[src/rtl/core/grld_pkg.sv]
// Package with types, codes and the alpha table of the glyph run-length decoder.
`default_nettype none

package grld_pkg;

    localparam int DEF_COUNT_BITS = 16;
    localparam int VALUE_W        = 8;
    localparam int INDEX_W        = 16;
    localparam int TOTAL_W        = 16;
    localparam int RUN_A_W        = 5;
    localparam int RUN_B_W        = 3;
    localparam int EXPAND_W       = 6;
    localparam int CFG_INDEX_W    = 1;

    localparam logic [7:0] MODE_MONO = 8'h01;
    localparam logic [7:0] MODE_AA   = 8'h03;

    localparam logic [CFG_INDEX_W-1:0] REG_GLYPH_MODE  = 1'b0;
    localparam logic [CFG_INDEX_W-1:0] REG_PIXEL_TOTAL = 1'b1;

    localparam logic [1:0] CODE_RUN      = 2'd0;
    localparam logic [1:0] CODE_RUN_EDGE = 2'd1;
    localparam logic [1:0] CODE_RUN_WIDE = 2'd2;
    localparam logic [1:0] CODE_PAIR     = 2'd3;

    localparam logic [VALUE_W-1:0] GREY_CLEAR  = 8'h00;
    localparam logic [VALUE_W-1:0] GREY_OPAQUE = 8'hFF;

    // One code byte splits into a first run and a second run.
    typedef struct packed {
        logic                 mode_ok;
        logic [RUN_A_W-1:0]   run_a;
        logic [VALUE_W-1:0]   val_a;
        logic [RUN_B_W-1:0]   run_b;
        logic [VALUE_W-1:0]   val_b;
    } grld_dec_t;

    // Scales a 3-bit alpha to eight bits as (v*255+3)/7.
    function automatic logic [VALUE_W-1:0] alpha3_to_8(input logic [2:0] v);
        logic [VALUE_W-1:0] r;
        case (v)
            3'd0:    r = 8'd0;
            3'd1:    r = 8'd36;
            3'd2:    r = 8'd73;
            3'd3:    r = 8'd109;
            3'd4:    r = 8'd146;
            3'd5:    r = 8'd182;
            3'd6:    r = 8'd219;
            default: r = 8'd255;
        endcase
        return r;
    endfunction

endpackage

`default_nettype wire

[src/rtl/core/grld_decode.sv]
// Code byte decoder: splits one byte into two runs with their grey levels.
`default_nettype none

module grld_decode
    import grld_pkg::*;
(
    input  wire logic [7:0] code_byte,
    input  wire logic [7:0] glyph_mode,
    output grld_dec_t       dec
);

    logic [1:0] code;
    logic       flag;
    logic [4:0] cnt;
    logic [2:0] hi3;
    logic [2:0] lo3;

    assign code = code_byte[7:6];
    assign flag = code_byte[5];
    assign cnt  = code_byte[4:0];
    assign hi3  = code_byte[5:3];
    assign lo3  = code_byte[2:0];

    always_comb
    begin
        dec         = '0;
        dec.mode_ok = 1'b1;
        if (glyph_mode == MODE_AA)
        begin
            unique case (code)
                CODE_RUN:
                begin
                    dec.run_a = cnt;
                    dec.val_a = flag ? GREY_OPAQUE : GREY_CLEAR;
                end
                CODE_RUN_EDGE:
                begin
                    dec.run_a = cnt;
                    dec.run_b = flag ? 3'd2 : 3'd1;
                    dec.val_b = GREY_OPAQUE;
                end
                CODE_RUN_WIDE:
                begin
                    dec.run_a = RUN_A_W'(hi3);
                    dec.run_b = 3'd1;
                    dec.val_b = alpha3_to_8(lo3);
                end
                default:
                begin
                    dec.run_a = 5'd1;
                    dec.val_a = alpha3_to_8(hi3);
                    dec.run_b = 3'd1;
                    dec.val_b = alpha3_to_8(lo3);
                end
            endcase
        end
        else if (glyph_mode == MODE_MONO)
        begin
            unique case (code)
                CODE_RUN:
                begin
                    dec.run_a = cnt;
                    dec.val_a = flag ? GREY_OPAQUE : GREY_CLEAR;
                end
                CODE_RUN_EDGE:
                begin
                    dec.run_a = cnt;
                    dec.run_b = flag ? 3'd2 : 3'd1;
                    dec.val_b = GREY_OPAQUE;
                end
                CODE_RUN_WIDE:
                begin
                    dec.run_a = cnt;
                    dec.run_b = flag ? 3'd4 : 3'd3;
                    dec.val_b = GREY_OPAQUE;
                end
                default:
                begin
                    dec.run_a = RUN_A_W'(hi3);
                    dec.run_b = lo3;
                    dec.val_b = GREY_OPAQUE;
                end
            endcase
        end
        else
        begin
            dec.mode_ok = 1'b0;
        end
    end

endmodule

`default_nettype wire

[src/rtl/core/glyph_run_length_decoder.sv]
// Top level of the glyph run-length decoder: state, run expander and output register.
`default_nettype none

// The decoder turns a stream of glyph code bytes into 8-bit grey pixels. A
// beat with tuser 0 starts a new glyph and clears the pixel counter; a beat
// with tuser 1 carries one code byte, which is decoded in the cycle it is
// taken and expands into zero to 35 pixel beats. Pixels leave at one per
// cycle while the receiver is ready, through a registered output; the run
// expander is busy with a byte up to its end; the next byte is taken in the
// cycle the expander hands over its final pixel; bytes that yield nothing
// (start beats, empty codes, bytes after the glyph is complete or after a
// mode error) are taken once per cycle while the expander is free. Output
// stops at pixel_total (limited to what COUNT_BITS bits hold). When
// glyph_mode is neither anti-aliased nor mono, the first byte of the glyph
// gives one beat with tuser 1 and value 0, and the rest of the glyph gives
// nothing. Configuration writes are always taken and must only be issued
// while the decoder has nothing in flight.

module glyph_run_length_decoder
    import grld_pkg::*;
#(
    parameter int COUNT_BITS = DEF_COUNT_BITS
)
(
    input  wire logic                   clk,
    input  wire logic                   rst_n,

    input  wire logic                   s_axis_tvalid,
    output      logic                   s_axis_tready,
    input  wire logic [7:0]             s_axis_tdata,   // [7:0] code_byte
    input  wire logic                   s_axis_tuser,   // [0] kind

    output      logic                   m_axis_tvalid,
    input  wire logic                   m_axis_tready,
    output      logic [23:0]            m_axis_tdata,   // [7:0] pixel_value, [23:8] pixel_index
    output      logic                   m_axis_tlast,
    output      logic                   m_axis_tuser,   // [0] status

    input  wire logic                   cfg_valid,
    output      logic                   cfg_ready,
    input  wire logic [CFG_INDEX_W-1:0] cfg_index,
    input  wire logic [TOTAL_W-1:0]     cfg_data
);

    // Width wide enough for both the configured total and the counter limit.
    localparam int CMP_W = (COUNT_BITS > TOTAL_W) ? COUNT_BITS : TOTAL_W;

    // Configuration registers.
    logic [7:0]            glyph_mode_reg;
    logic [TOTAL_W-1:0]    pixel_total_reg;

    // Glyph state.
    logic [COUNT_BITS-1:0] pixels_written_reg, pixels_written_next;
    logic                  mode_error_reg, mode_error_next;

    // Run expander: the job of the code byte currently being emitted.
    logic                  job_valid_reg, job_valid_next;
    logic [EXPAND_W-1:0]   job_pos_reg, job_pos_next;
    logic [EXPAND_W-1:0]   job_len_reg, job_len_next;
    logic [EXPAND_W-1:0]   job_split_reg, job_split_next;
    logic [VALUE_W-1:0]    job_val_a_reg, job_val_a_next;
    logic [VALUE_W-1:0]    job_val_b_reg, job_val_b_next;
    logic [COUNT_BITS-1:0] job_index_reg, job_index_next;
    logic                  job_err_reg, job_err_next;

    // Output register.
    logic                  out_valid_reg, out_valid_next;
    logic [VALUE_W-1:0]    out_value_reg, out_value_next;
    logic [INDEX_W-1:0]    out_index_reg, out_index_next;
    logic                  out_last_reg, out_last_next;
    logic                  out_status_reg, out_status_next;

    grld_dec_t             dec;
    logic [CMP_W-1:0]      total_wide;
    logic [CMP_W-1:0]      limit_wide;
    logic [COUNT_BITS-1:0] total_eff;
    logic [COUNT_BITS-1:0] remaining;
    logic                  glyph_done;
    logic                  glyph_active;
    logic [EXPAND_W-1:0]   run_sum;
    logic [EXPAND_W-1:0]   emit_len;
    logic                  in_fire;
    logic                  load_job;
    logic                  load_out;
    logic                  pix_last;

    grld_decode u_decode (
        .code_byte  (s_axis_tdata),
        .glyph_mode (glyph_mode_reg),
        .dec        (dec)
    );

    assign cfg_ready = 1'b1;

    always_ff @(posedge clk or negedge rst_n)
    begin
        if (!rst_n)
        begin
            glyph_mode_reg  <= MODE_AA;
            pixel_total_reg <= '0;
        end
        else if (cfg_valid && cfg_ready)
        begin
            unique case (cfg_index)
                REG_GLYPH_MODE:  glyph_mode_reg  <= cfg_data[7:0];
                REG_PIXEL_TOTAL: pixel_total_reg <= cfg_data;
                default:         ;
            endcase
        end
    end

    // The usable total is the configured one, capped at the counter's range.
    always_comb
    begin
        total_wide = CMP_W'(pixel_total_reg);
        limit_wide = CMP_W'({COUNT_BITS{1'b1}});
        total_eff  = (total_wide < limit_wide) ? COUNT_BITS'(total_wide)
                                               : COUNT_BITS'(limit_wide);
    end

    assign glyph_done   = (pixels_written_reg >= total_eff);
    assign glyph_active = !mode_error_reg && !glyph_done;
    assign remaining    = total_eff - pixels_written_reg;
    assign run_sum      = EXPAND_W'(dec.run_a) + EXPAND_W'(dec.run_b);
    // Pixels past the total are dropped, so the run may be cut short.
    assign emit_len     = (remaining < COUNT_BITS'(run_sum)) ? remaining[EXPAND_W-1:0]
                                                             : run_sum;

    // The expander's current pixel and its hand-off to the output register.
    assign pix_last = (job_pos_reg == job_len_reg - EXPAND_W'(1));
    assign load_out = job_valid_reg && (!out_valid_reg || m_axis_tready);

    // A new byte is taken once the expander is free or gives up its final pixel.
    assign s_axis_tready = !job_valid_reg || (load_out && pix_last);
    assign in_fire       = s_axis_tvalid && s_axis_tready;
    assign load_job      = in_fire && s_axis_tuser && glyph_active
                           && (!dec.mode_ok || (emit_len != '0));

    always_comb
    begin
        pixels_written_next = pixels_written_reg;
        mode_error_next     = mode_error_reg;
        if (in_fire)
        begin
            if (!s_axis_tuser)
            begin
                pixels_written_next = '0;
                mode_error_next     = 1'b0;
            end
            else if (glyph_active)
            begin
                if (dec.mode_ok)
                begin
                    pixels_written_next = pixels_written_reg + COUNT_BITS'(emit_len);
                end
                else
                begin
                    mode_error_next = 1'b1;
                end
            end
        end
    end

    always_comb
    begin
        job_valid_next = job_valid_reg;
        job_pos_next   = job_pos_reg;
        job_len_next   = job_len_reg;
        job_split_next = job_split_reg;
        job_val_a_next = job_val_a_reg;
        job_val_b_next = job_val_b_reg;
        job_index_next = job_index_reg;
        job_err_next   = job_err_reg;
        if (load_out)
        begin
            job_pos_next   = job_pos_reg + EXPAND_W'(1);
            job_index_next = job_index_reg + COUNT_BITS'(1);
            if (pix_last)
            begin
                job_valid_next = 1'b0;
            end
        end
        if (load_job)
        begin
            job_valid_next = 1'b1;
            job_pos_next   = '0;
            job_len_next   = dec.mode_ok ? emit_len : EXPAND_W'(1);
            job_split_next = EXPAND_W'(dec.run_a);
            job_val_a_next = dec.val_a;
            job_val_b_next = dec.val_b;
            job_index_next = pixels_written_reg;
            job_err_next   = !dec.mode_ok;
        end
    end

    always_comb
    begin
        out_valid_next  = out_valid_reg;
        out_value_next  = out_value_reg;
        out_index_next  = out_index_reg;
        out_last_next   = out_last_reg;
        out_status_next = out_status_reg;
        if (load_out)
        begin
            out_valid_next  = 1'b1;
            out_value_next  = (job_pos_reg < job_split_reg) ? job_val_a_reg : job_val_b_reg;
            out_index_next  = INDEX_W'(job_index_reg);
            out_last_next   = pix_last;
            out_status_next = job_err_reg;
        end
        else if (m_axis_tready)
        begin
            out_valid_next = 1'b0;
        end
    end

    always_ff @(posedge clk or negedge rst_n)
    begin
        if (!rst_n)
        begin
            pixels_written_reg <= '0;
            mode_error_reg     <= 1'b0;
            job_valid_reg      <= 1'b0;
            out_valid_reg      <= 1'b0;
        end
        else
        begin
            pixels_written_reg <= pixels_written_next;
            mode_error_reg     <= mode_error_next;
            job_valid_reg      <= job_valid_next;
            out_valid_reg      <= out_valid_next;
        end
    end

    // Payload registers carry no reset.
    always_ff @(posedge clk)
    begin
        job_pos_reg    <= job_pos_next;
        job_len_reg    <= job_len_next;
        job_split_reg  <= job_split_next;
        job_val_a_reg  <= job_val_a_next;
        job_val_b_reg  <= job_val_b_next;
        job_index_reg  <= job_index_next;
        job_err_reg    <= job_err_next;
        out_value_reg  <= out_value_next;
        out_index_reg  <= out_index_next;
        out_last_reg   <= out_last_next;
        out_status_reg <= out_status_next;
    end

    assign m_axis_tvalid = out_valid_reg;
    assign m_axis_tdata  = {out_index_reg, out_value_reg};
    assign m_axis_tlast  = out_last_reg;
    assign m_axis_tuser  = out_status_reg;

endmodule

`default_nettype wire

[config.mk]
export PLATFORM = sky130hd
export DESIGN_NAME = glyph_run_length_decoder
export DESIGN_NICKNAME = d
export VERILOG_FILES = /design/src/rtl/core/grld_pkg.sv /design/src/rtl/core/grld_decode.sv /design/src/rtl/core/glyph_run_length_decoder.sv
export SDC_FILE = /design/constraint.sdc
export NUM_CORES = 1
export LEC_CHECK = 0
export BUFFER_PORTS_ARGS = -buffer_cell sky130_fd_sc_hd__buf_2
export CORE_MARGIN = 5
export CORE_UTILIZATION = 55
export DETAILED_ROUTE_END_ITERATION = 10
export HOLD_SLACK_MARGIN = 0.1
export PLACE_DENSITY = 0.71
export SETUP_SLACK_MARGIN = 0.05
export SYNTH_ARGS = -nofsm -noshare
export SYNTH_HDL_FRONTEND = slang
export SYNTH_SLANG_ARGS = --single-unit
[constraint.sdc]
create_clock -name clk -period 12.5 [get_ports clk]
set_clock_uncertainty 0.1 [all_clocks]
set_input_delay 0 -clock clk [delete_from_list [all_inputs] [get_ports clk]]
set_output_delay 0 -clock clk [all_outputs]
set_load 0.1 [all_outputs]
==> summary.txt, run 1 <==
Status
  – Outcome: finished clean

Power and ir drop
  – Pwr Density: 195 mW/mm^2
  – Peak supply drop: 0.212 mV
  – Leakage: 0.00305 uW
  – Overall Power: 1410 uW

Drt
  – Routed vias: 4705
  – Drt pass-1 iters: 5
  – Post-route ant nets: 0
  – Vias/cell: 5.66
  – Routed WL: 13000 um
  – DRC: 0
  – Initial DRC Count: 308
  – DR WL/cell: 15.6 um

Logic synthesis
  – Synth unique cells: 66
  – FF+latch count, synth: 104
  – Seq/Total Area, Yosys: 44.7%
  – Post-Syn Nets: 692
  – Yosys warns: 0
  – Post-Syn Area: 0.00638 mm^2
  – Top_reg_cell synth: edfxtp_1
  – Syn Area/Cell: 10.3 um^2
  – Cells after synthesis: 621
  – Fraction of registers with async set/reset: 41.3%
  – Cell taking the most area after synthesis: edfxtp_1
  – Synth top area share: 25.9%
  – Top cells by area, synth: edfxtp_1, dfrtp_1, ha_1, mux2_2, xnor2_1
  – Number of flops mapped to enable cells by yosys: 55

GRT
  – Antenna violations before repair: 0
  – Largest net degree at the start of global routing: 44
  – Grt total ovfl: 0
  – Global-route wire length before repair: 22000 um
  – Vias in the first global route: 4575
  – GRT Resource Usage Total: 19.2%

CTS
  – Post_cts resized: 0
  – Worst skew pair latency: 0.34 ns
  – CTS Buf Count: 9
  – CTS tree: yes
  – CTS clk-pin slew, worst paths: 0.07 ns
  – CTS Hold Bufs: 31
  – # H-tree levels: 3
  – Post-CTS setup buffer count: 0
  – CTS root buf: clkbuf_16
  – Clock sink total: 104
  – CTS Buffer Depth: 2

Place
  – DP HPWL: 9880 um
  – PortBufs: 58
  – GPL Wtd Cong: 0.909

Worst setup path
  – Worst path arrival time: 7.01 ns
  – FF-to-FF End: pixels_written_reg[15]$_DFFE_PN0P_
  – RR Startpoint: glyph_mode_reg[5]$_DFFE_PN0P_
  – Worst-path fanout max: 14
  – Crit Path Class: reg2reg
  – R2r setup slk: 5.59 ns
  – R2r worst-path depth: 26
  – Worst path required time: 12.60 ns
  – Crit end category: flip-flop
  – CP Launch Type: flip-flop

Floorplan
  – Starting Density: 56.1%
  – Die W: 118 um
  – Boundary Pins: 60
  – Site Rows: 39
  – Die Y: 118 um
  – Placeable Area: 0.0114 mm^2
  – Die ar.: 0.0138 mm^2

Timing
  – Clock period minus worst slack: 6.91 ns
  – Worst-margin pin slew: 0.980 ns
  – Normalized max-slew margin: 34.6%
  – Final Cycle Share: 55.3%
  – Fmax: 145 MHz
  – Setup TNS: 0 ns
  – Final hold violations: 0
  – Final Setup Violations: 0
  – Pins Over Slew Limit: 0
  – RSZ-0062 raised after global routing: no

Cells and area
  – P&R area growth vs syn: 13.7%
  – Share of layout cells above drive strength 1: 16.8%
  – Antenna cells: 0
  – Final nets: 755

Job
  – Max_cap viols: 0

Min path
  – Hold/Removal Path Class: in2reg
  – Hold Path Cell Cnt: 5
  – Hold Startpoint: s_axis_tvalid
  – Worst Hold End: pixels_written_reg[6]$_DFFE_PN0P_
## per-stage QoR
stage          area, um^2  worst slack [ns]  util [%]  hold slack [ns]  instances
6_report             7250              5.59      63.8            0.168        832
5_1_grt              7250              5.09      63.8            0.194        832
4_1_cts              7250              5.64      63.8            0.157        832
3_5_place_dp         6670              5.64      58.6            0.116        785
3_3_place_gp         6670              6.01      58.6           0.0950        785
2_1_floorplan        6380              6.33         -           -0.396        621
## cell usage after synthesis (all sizes together) (4+ instances only)
cell type  count
and3          10
or3            6
nor2b          9
dfxtp          6
nor2          36
o21ai         26
a21o           9
buf           11
a211oi         4
nand2         53
xor2          20
o22ai          5
and2           9
mux2          31
clkbuf        27
nor3           8
mux2i         23
nand3         20
ha            37
a21oi         30
xnor2         27
nand2b         5
dfrtp         41
inv           46
nor4           6
nand4         11
edfxtp        55
## where the power goes
part	internal, uW	switching [uW]
clock network	140	120
registers	476	61.3
logic	165	447
total	782	629
## cell families after synthesis
| kind of cell | Yosys count | synth area share (%) |
|---|---|---|
| buffers and inverters | 84 | 5.63 |
| adder cells (fa/ha/maj) | 40 | 8.20 |
| flip-flops | 104 | 44.7 |
| XOR/XNOR | 47 | 6.46 |
| AO/OA/AOI/OAI | 105 | 10.9 |
| multiplexers | 54 | 9.14 |
| other | 1 | 0.0588 |
| AND/OR/NAND/NOR | 186 | 14.9 |
## metal layers
metal	routed length (um)	vias to the layer above	GRT usage, %
li1	-	2324	-
met1	5840	2234	25.4
met2	6280	132	31.6
met3	644	15	3.56
met4	234	0	6.88
met5	0	-	0
## how the worst max path moves through the flow
| stage | from | to | cells past startpoint |
|---|---|---|---|
| floorplan | job_len_reg[0]$_SDFFCE_PP1P_ | job_index_reg[0]$_DFFE_PP_ | 11 |
| global placement | glyph_mode_reg[5]$_DFFE_PN0P_ | pixels_written_reg[13]$_DFFE_PN0P_ | 26 |
| global route | glyph_mode_reg[5]$_DFFE_PN0P_ | pixels_written_reg[15]$_DFFE_PN0P_ | 26 |
| detailed placement | glyph_mode_reg[5]$_DFFE_PN0P_ | pixels_written_reg[15]$_DFFE_PN0P_ | 26 |
| CTS | glyph_mode_reg[5]$_DFFE_PN0P_ | pixels_written_reg[15]$_DFFE_PN0P_ | 26 |
| finish | glyph_mode_reg[5]$_DFFE_PN0P_ | pixels_written_reg[15]$_DFFE_PN0P_ | 26 |
## worst max-delay path, cell delays in order (launching register included)
cell	delay, ns
dfrtp_1	0.38
nor4_1	0.25
and3_1	0.47
inv_1	0.27
a211oi_1	0.37
ha_1	0.26
a21o_1	0.12
a21oi_1	0.10
nor3b_1	0.34
inv_1	0.10
ha_1	0.19
a2111o_1	0.38
a2111o_1	0.29
nor4_1	0.23
nand4_1	0.18
nor4_4	0.60
mux2i_1	0.43
ha_1	0.32
a21o_1	0.16
a21oi_1	0.23
o21bai_1	0.10
a21oi_1	0.22
nor2b_1	0.09
o211ai_1	0.28
nor4_1	0.10
xnor2_1	0.15
nor2_1	0.06
## cell type report
class | instances | area [um^2]
clock buffer | 11 | 243
tap | 143 | 179
clock inverter | 5 | 30.0
sequential | 104 | 2850
fill | 904 | 4120
timing repair buffer | 90 | 608
multi-input combinational | 433 | 3170
inverter | 46 | 173
## layout by cell type, fill, tap and decap left out, drive strengths merged, types with 23 or more instances in the layout
cell type,Yosys,routed
a21oi,30,30
buf,11,59
dfrtp,41,41
dlygate4sd3,0,31
edfxtp,55,55
ha,37,37
inv,46,47
mux2,31,31
mux2i,23,23
nand2,53,53
nor2,36,36
o21ai,26,26
xnor2,27,27
Power figures use the tool's default switching activity.
==> run 2, diff against run 1 <==
CORE_UTILIZATION = 54   (was 55)
PLACE_DENSITY = 0.73   (was 0.71)
clock period = 5.69 ns   (was 12.5 ns; I/O delays follow)
==> summary.txt, run 2 (synthesis gave the netlist of run 1 again) <==
Status
  – Outcome: finished clean (unchanged)

Cells and area
  – Antenna cells: 0 (unchanged)
  – Filler Cell Count: 888 (was 904)
  – P&R area growth vs syn: 18.7% (was 13.7%)
  – Final nets: 771 (was 755)
  – Layout Cells excl Fill: 848 (was 832)
  – Design Area, Final: 0.00757 mm^2 (was 0.00725 mm^2)
  – Share of layout cells above drive strength 1: 23.7% (was 16.8%)
  – Commonest non-fill, non-tap cell in the layout: buf_2 (unchanged)
  – Commonest cells after routing, fill and taps aside: buf_2, edfxtp_1, nand2_1 (unchanged)

Power and ir drop
  – Overall Power: 3190 uW (was 1410 uW)
  – Leakage: 0.00316 uW (was 0.00305 uW)
  – Peak supply drop: 0.227 mV (was 0.212 mV)
  – Pwr Density: 421 mW/mm^2 (was 195 mW/mm^2)

CTS
  – CTS Buf Count: 9 (unchanged)
  – CTS root buf: clkbuf_16 (unchanged)
  – Clock sink total: 104 (unchanged)
  – CTS tree: yes (unchanged)
  – CTS Buffer Depth: 2 (unchanged)
  – CTS clk-pin slew, worst paths: 0.08 ns (was 0.07 ns)
  – Worst skew pair latency: 0.36 ns (was 0.34 ns)
  – # H-tree levels: 3 (unchanged)

Drt
  – DR WL/cell: 16.4 um (was 15.6 um)
  – Post-route ant nets: 0 (unchanged)
  – Routed vias: 4827 (was 4705)
  – Initial DRC Count: 270 (was 308)
  – Drt pass-1 iters: 5 (unchanged)
  – Routed WL: 13900 um (was 13000 um)
  – Vias/cell: 5.69 (was 5.66)
  – DRC: 0 (unchanged)

Worst setup path
  – R2r worst-path depth: 28 (was 26)
  – Crit end category: flip-flop (unchanged)
  – Worst-path fanout max: 7 (was 14)
  – CP top delay family: compound AO/OA/AOI/OAI gates (was simple AND/OR/NAND/NOR gates)
  – Crit Path Class: reg2reg (unchanged)
  – R2r setup slk: 0.14 ns (was 5.59 ns)
  – WP buf/inv: 4 (was 2)
  – FF-to-FF End: pixels_written_reg[13]$_DFFE_PN0P_ (was pixels_written_reg[15]$_DFFE_PN0P_)
  – Worst path required time: 5.81 ns (was 12.60 ns)
  – Max stage delay on crit path: 0.40 ns (was 0.60 ns)
  – Worst path arrival time: 5.66 ns (was 7.01 ns)
  – Most frequent CP cell: a21oi_2
  – Highest-delay cell along the critical path: dfrtp_1 (was nor4_4)
  – RR Startpoint: glyph_mode_reg[2]$_DFFE_PN0P_ (was glyph_mode_reg[5]$_DFFE_PN0P_)
  – CP Launch Type: flip-flop (unchanged)

Place
  – Placed insts: 795 (was 785)
  – Dpl ws: -0.168 ns (was 5.64 ns)
  – DP HPWL: 10300 um (was 9880 um)
  – PortBufs: 58 (unchanged)
  – Placed inst area: 0.00678 mm^2 (was 0.00667 mm^2)
  – GPL Wtd Cong: 0.940 (was 0.909)

Timing
  – Fmax: 180 MHz (was 145 MHz)
  – Worst Hold Margin: 0.143 ns (was 0.168 ns)
  – Final Cycle Share: 97.5% (was 55.3%)
  – Final Setup Violations: 0 (unchanged)
  – Normalized max-slew margin: 34.3% (was 34.6%)
  – Final setup margin: 0.144 ns (was 5.59 ns)
  – Final hold violations: 0 (unchanged)
  – Clock period minus worst slack: 5.55 ns (was 6.91 ns)
  – Worst-margin pin slew: 0.985 ns (was 0.980 ns)
  – Pins Over Slew Limit: 0 (unchanged)
  – RSZ-0062 raised after global routing: yes (was no)

Min path
  – Worst Hold End: pixels_written_reg[6]$_DFFE_PN0P_ (unchanged)
  – Hold Path Cell Cnt: 5 (unchanged)
  – Hold Startpoint: s_axis_tvalid (unchanged)
  – Hold/Removal Path Class: in2reg (unchanged)

Floorplan
  – Starting Density: 55.4% (was 56.1%)
  – Die Y: 119 um (was 118 um)
  – Site Rows: 39 (unchanged)
  – Boundary Pins: 60 (unchanged)
  – Placeable Area: 0.0115 mm^2 (was 0.0114 mm^2)
  – Die W: 119 um (was 118 um)
  – Die ar.: 0.0141 mm^2 (was 0.0138 mm^2)

GRT
  – GRT Resource Usage Total: 19.8% (was 19.2%)
  – Antenna violations before repair: 0 (unchanged)
  – Vias in the first global route: 4736 (was 4575)
  – Global-route wire length before repair: 22700 um (was 22000 um)
  – Largest net degree at the start of global routing: 44 (unchanged)
  – Grt total ovfl: 0 (unchanged)

Job
  – Max_cap viols: 0 (unchanged)
-- run 2: changes by cell type in the layout (fill, tap and decap cells not counted), moves of 3 or more --
cell | previous run | this run
buf_4 | 1 | 18
a21oi_1 | 30 | 25
a21oi_2 | 0 | 5
inv_8 | 0 | 5
dlygate4sd3_1 | 31 | 27
ha_1 | 37 | 33
nor4_1 | 5 | 1
nor4_2 | 0 | 4
ha_2 | 0 | 3
-- run 2: tightest hold or removal path, cell delays in order --
cell and delay [ns]:
buf_2 0.10, and2_1 0.20, nand3_1 0.11, xnor2_1 0.07, nor2_1 0.08
-- run 2: layout make-up --
class	instances	area, um^2	area share, %
repair buffers	106	738	9.75
well taps	143	179	2.36
multi-input cells	433	3320	43.8
clock buffers	9	225	2.98
clock inverters	7	78.8	1.04
flip-flops and latches	104	2850	37.7
inverters	46	180	2.38
-- run 2: metrics by stage --
| step | util (%) | setup TNS [ns] |
|---|---|---|
| floorplan | - | 0 |
| global placement | 58.9 | 0 |
| detailed placement | 58.9 | -0.655 |
| CTS | 64.3 | 0 |
| global route | 65.7 | -1.12 |
| finish | 65.7 | 0 |
-- run 2: what timing repair did --
item | in CTS | in global routing
hold endpoints to repair | 86 | 0
setup buffers | 1 | 9
resized for setup | 10 | 25
hold buffers | 27 | 0
pin swaps | 5 | 15
setup endpoints to repair | 9 | 11
-- run 2: layer usage --
| metal | part of all wire, % | global-route usage, % |
|---|---|---|
| met2 | 49 | 32.1 |
| met1 | 45 | 26.6 |
| met5 | 0 | 0 |
| met3 | 4.6 | 4.35 |
| met4 | 1.6 | 6.08 |
-- run 2: worst max-delay path by stage --
stage / startpoint / endpoint / slack, ns / depth (start not counted)
floorplan: glyph_mode_reg[5]$_DFFE_PN0P_ / pixels_written_reg[15]$_DFFE_PN0P_ / 0.06 / 29
global placement: glyph_mode_reg[5]$_DFFE_PN0P_ / pixels_written_reg[13]$_DFFE_PN0P_ / 0.09 / 27
detailed placement: glyph_mode_reg[4]$_DFFE_PN0P_ / pixels_written_reg[15]$_DFFE_PN0P_ / -0.17 / 27
CTS: glyph_mode_reg[5]$_DFFE_PN0P_ / pixels_written_reg[11]$_DFFE_PN0P_ / 0.05 / 28
global route: glyph_mode_reg[2]$_DFFE_PN0P_ / pixels_written_reg[11]$_DFFE_PN0P_ / -0.21 / 28
finish: glyph_mode_reg[2]$_DFFE_PN0P_ / pixels_written_reg[13]$_DFFE_PN0P_ / 0.14 / 28
-- run 2: power breakdown --
group / internal, uW / leakage, uW / switching (uW)
clock network: 316 / 0.000151 / 315
logic: 371 / 0.00190 / 1000
registers: 1050 / 0.00111 / 140
total: 1730 / 0.00316 / 1450
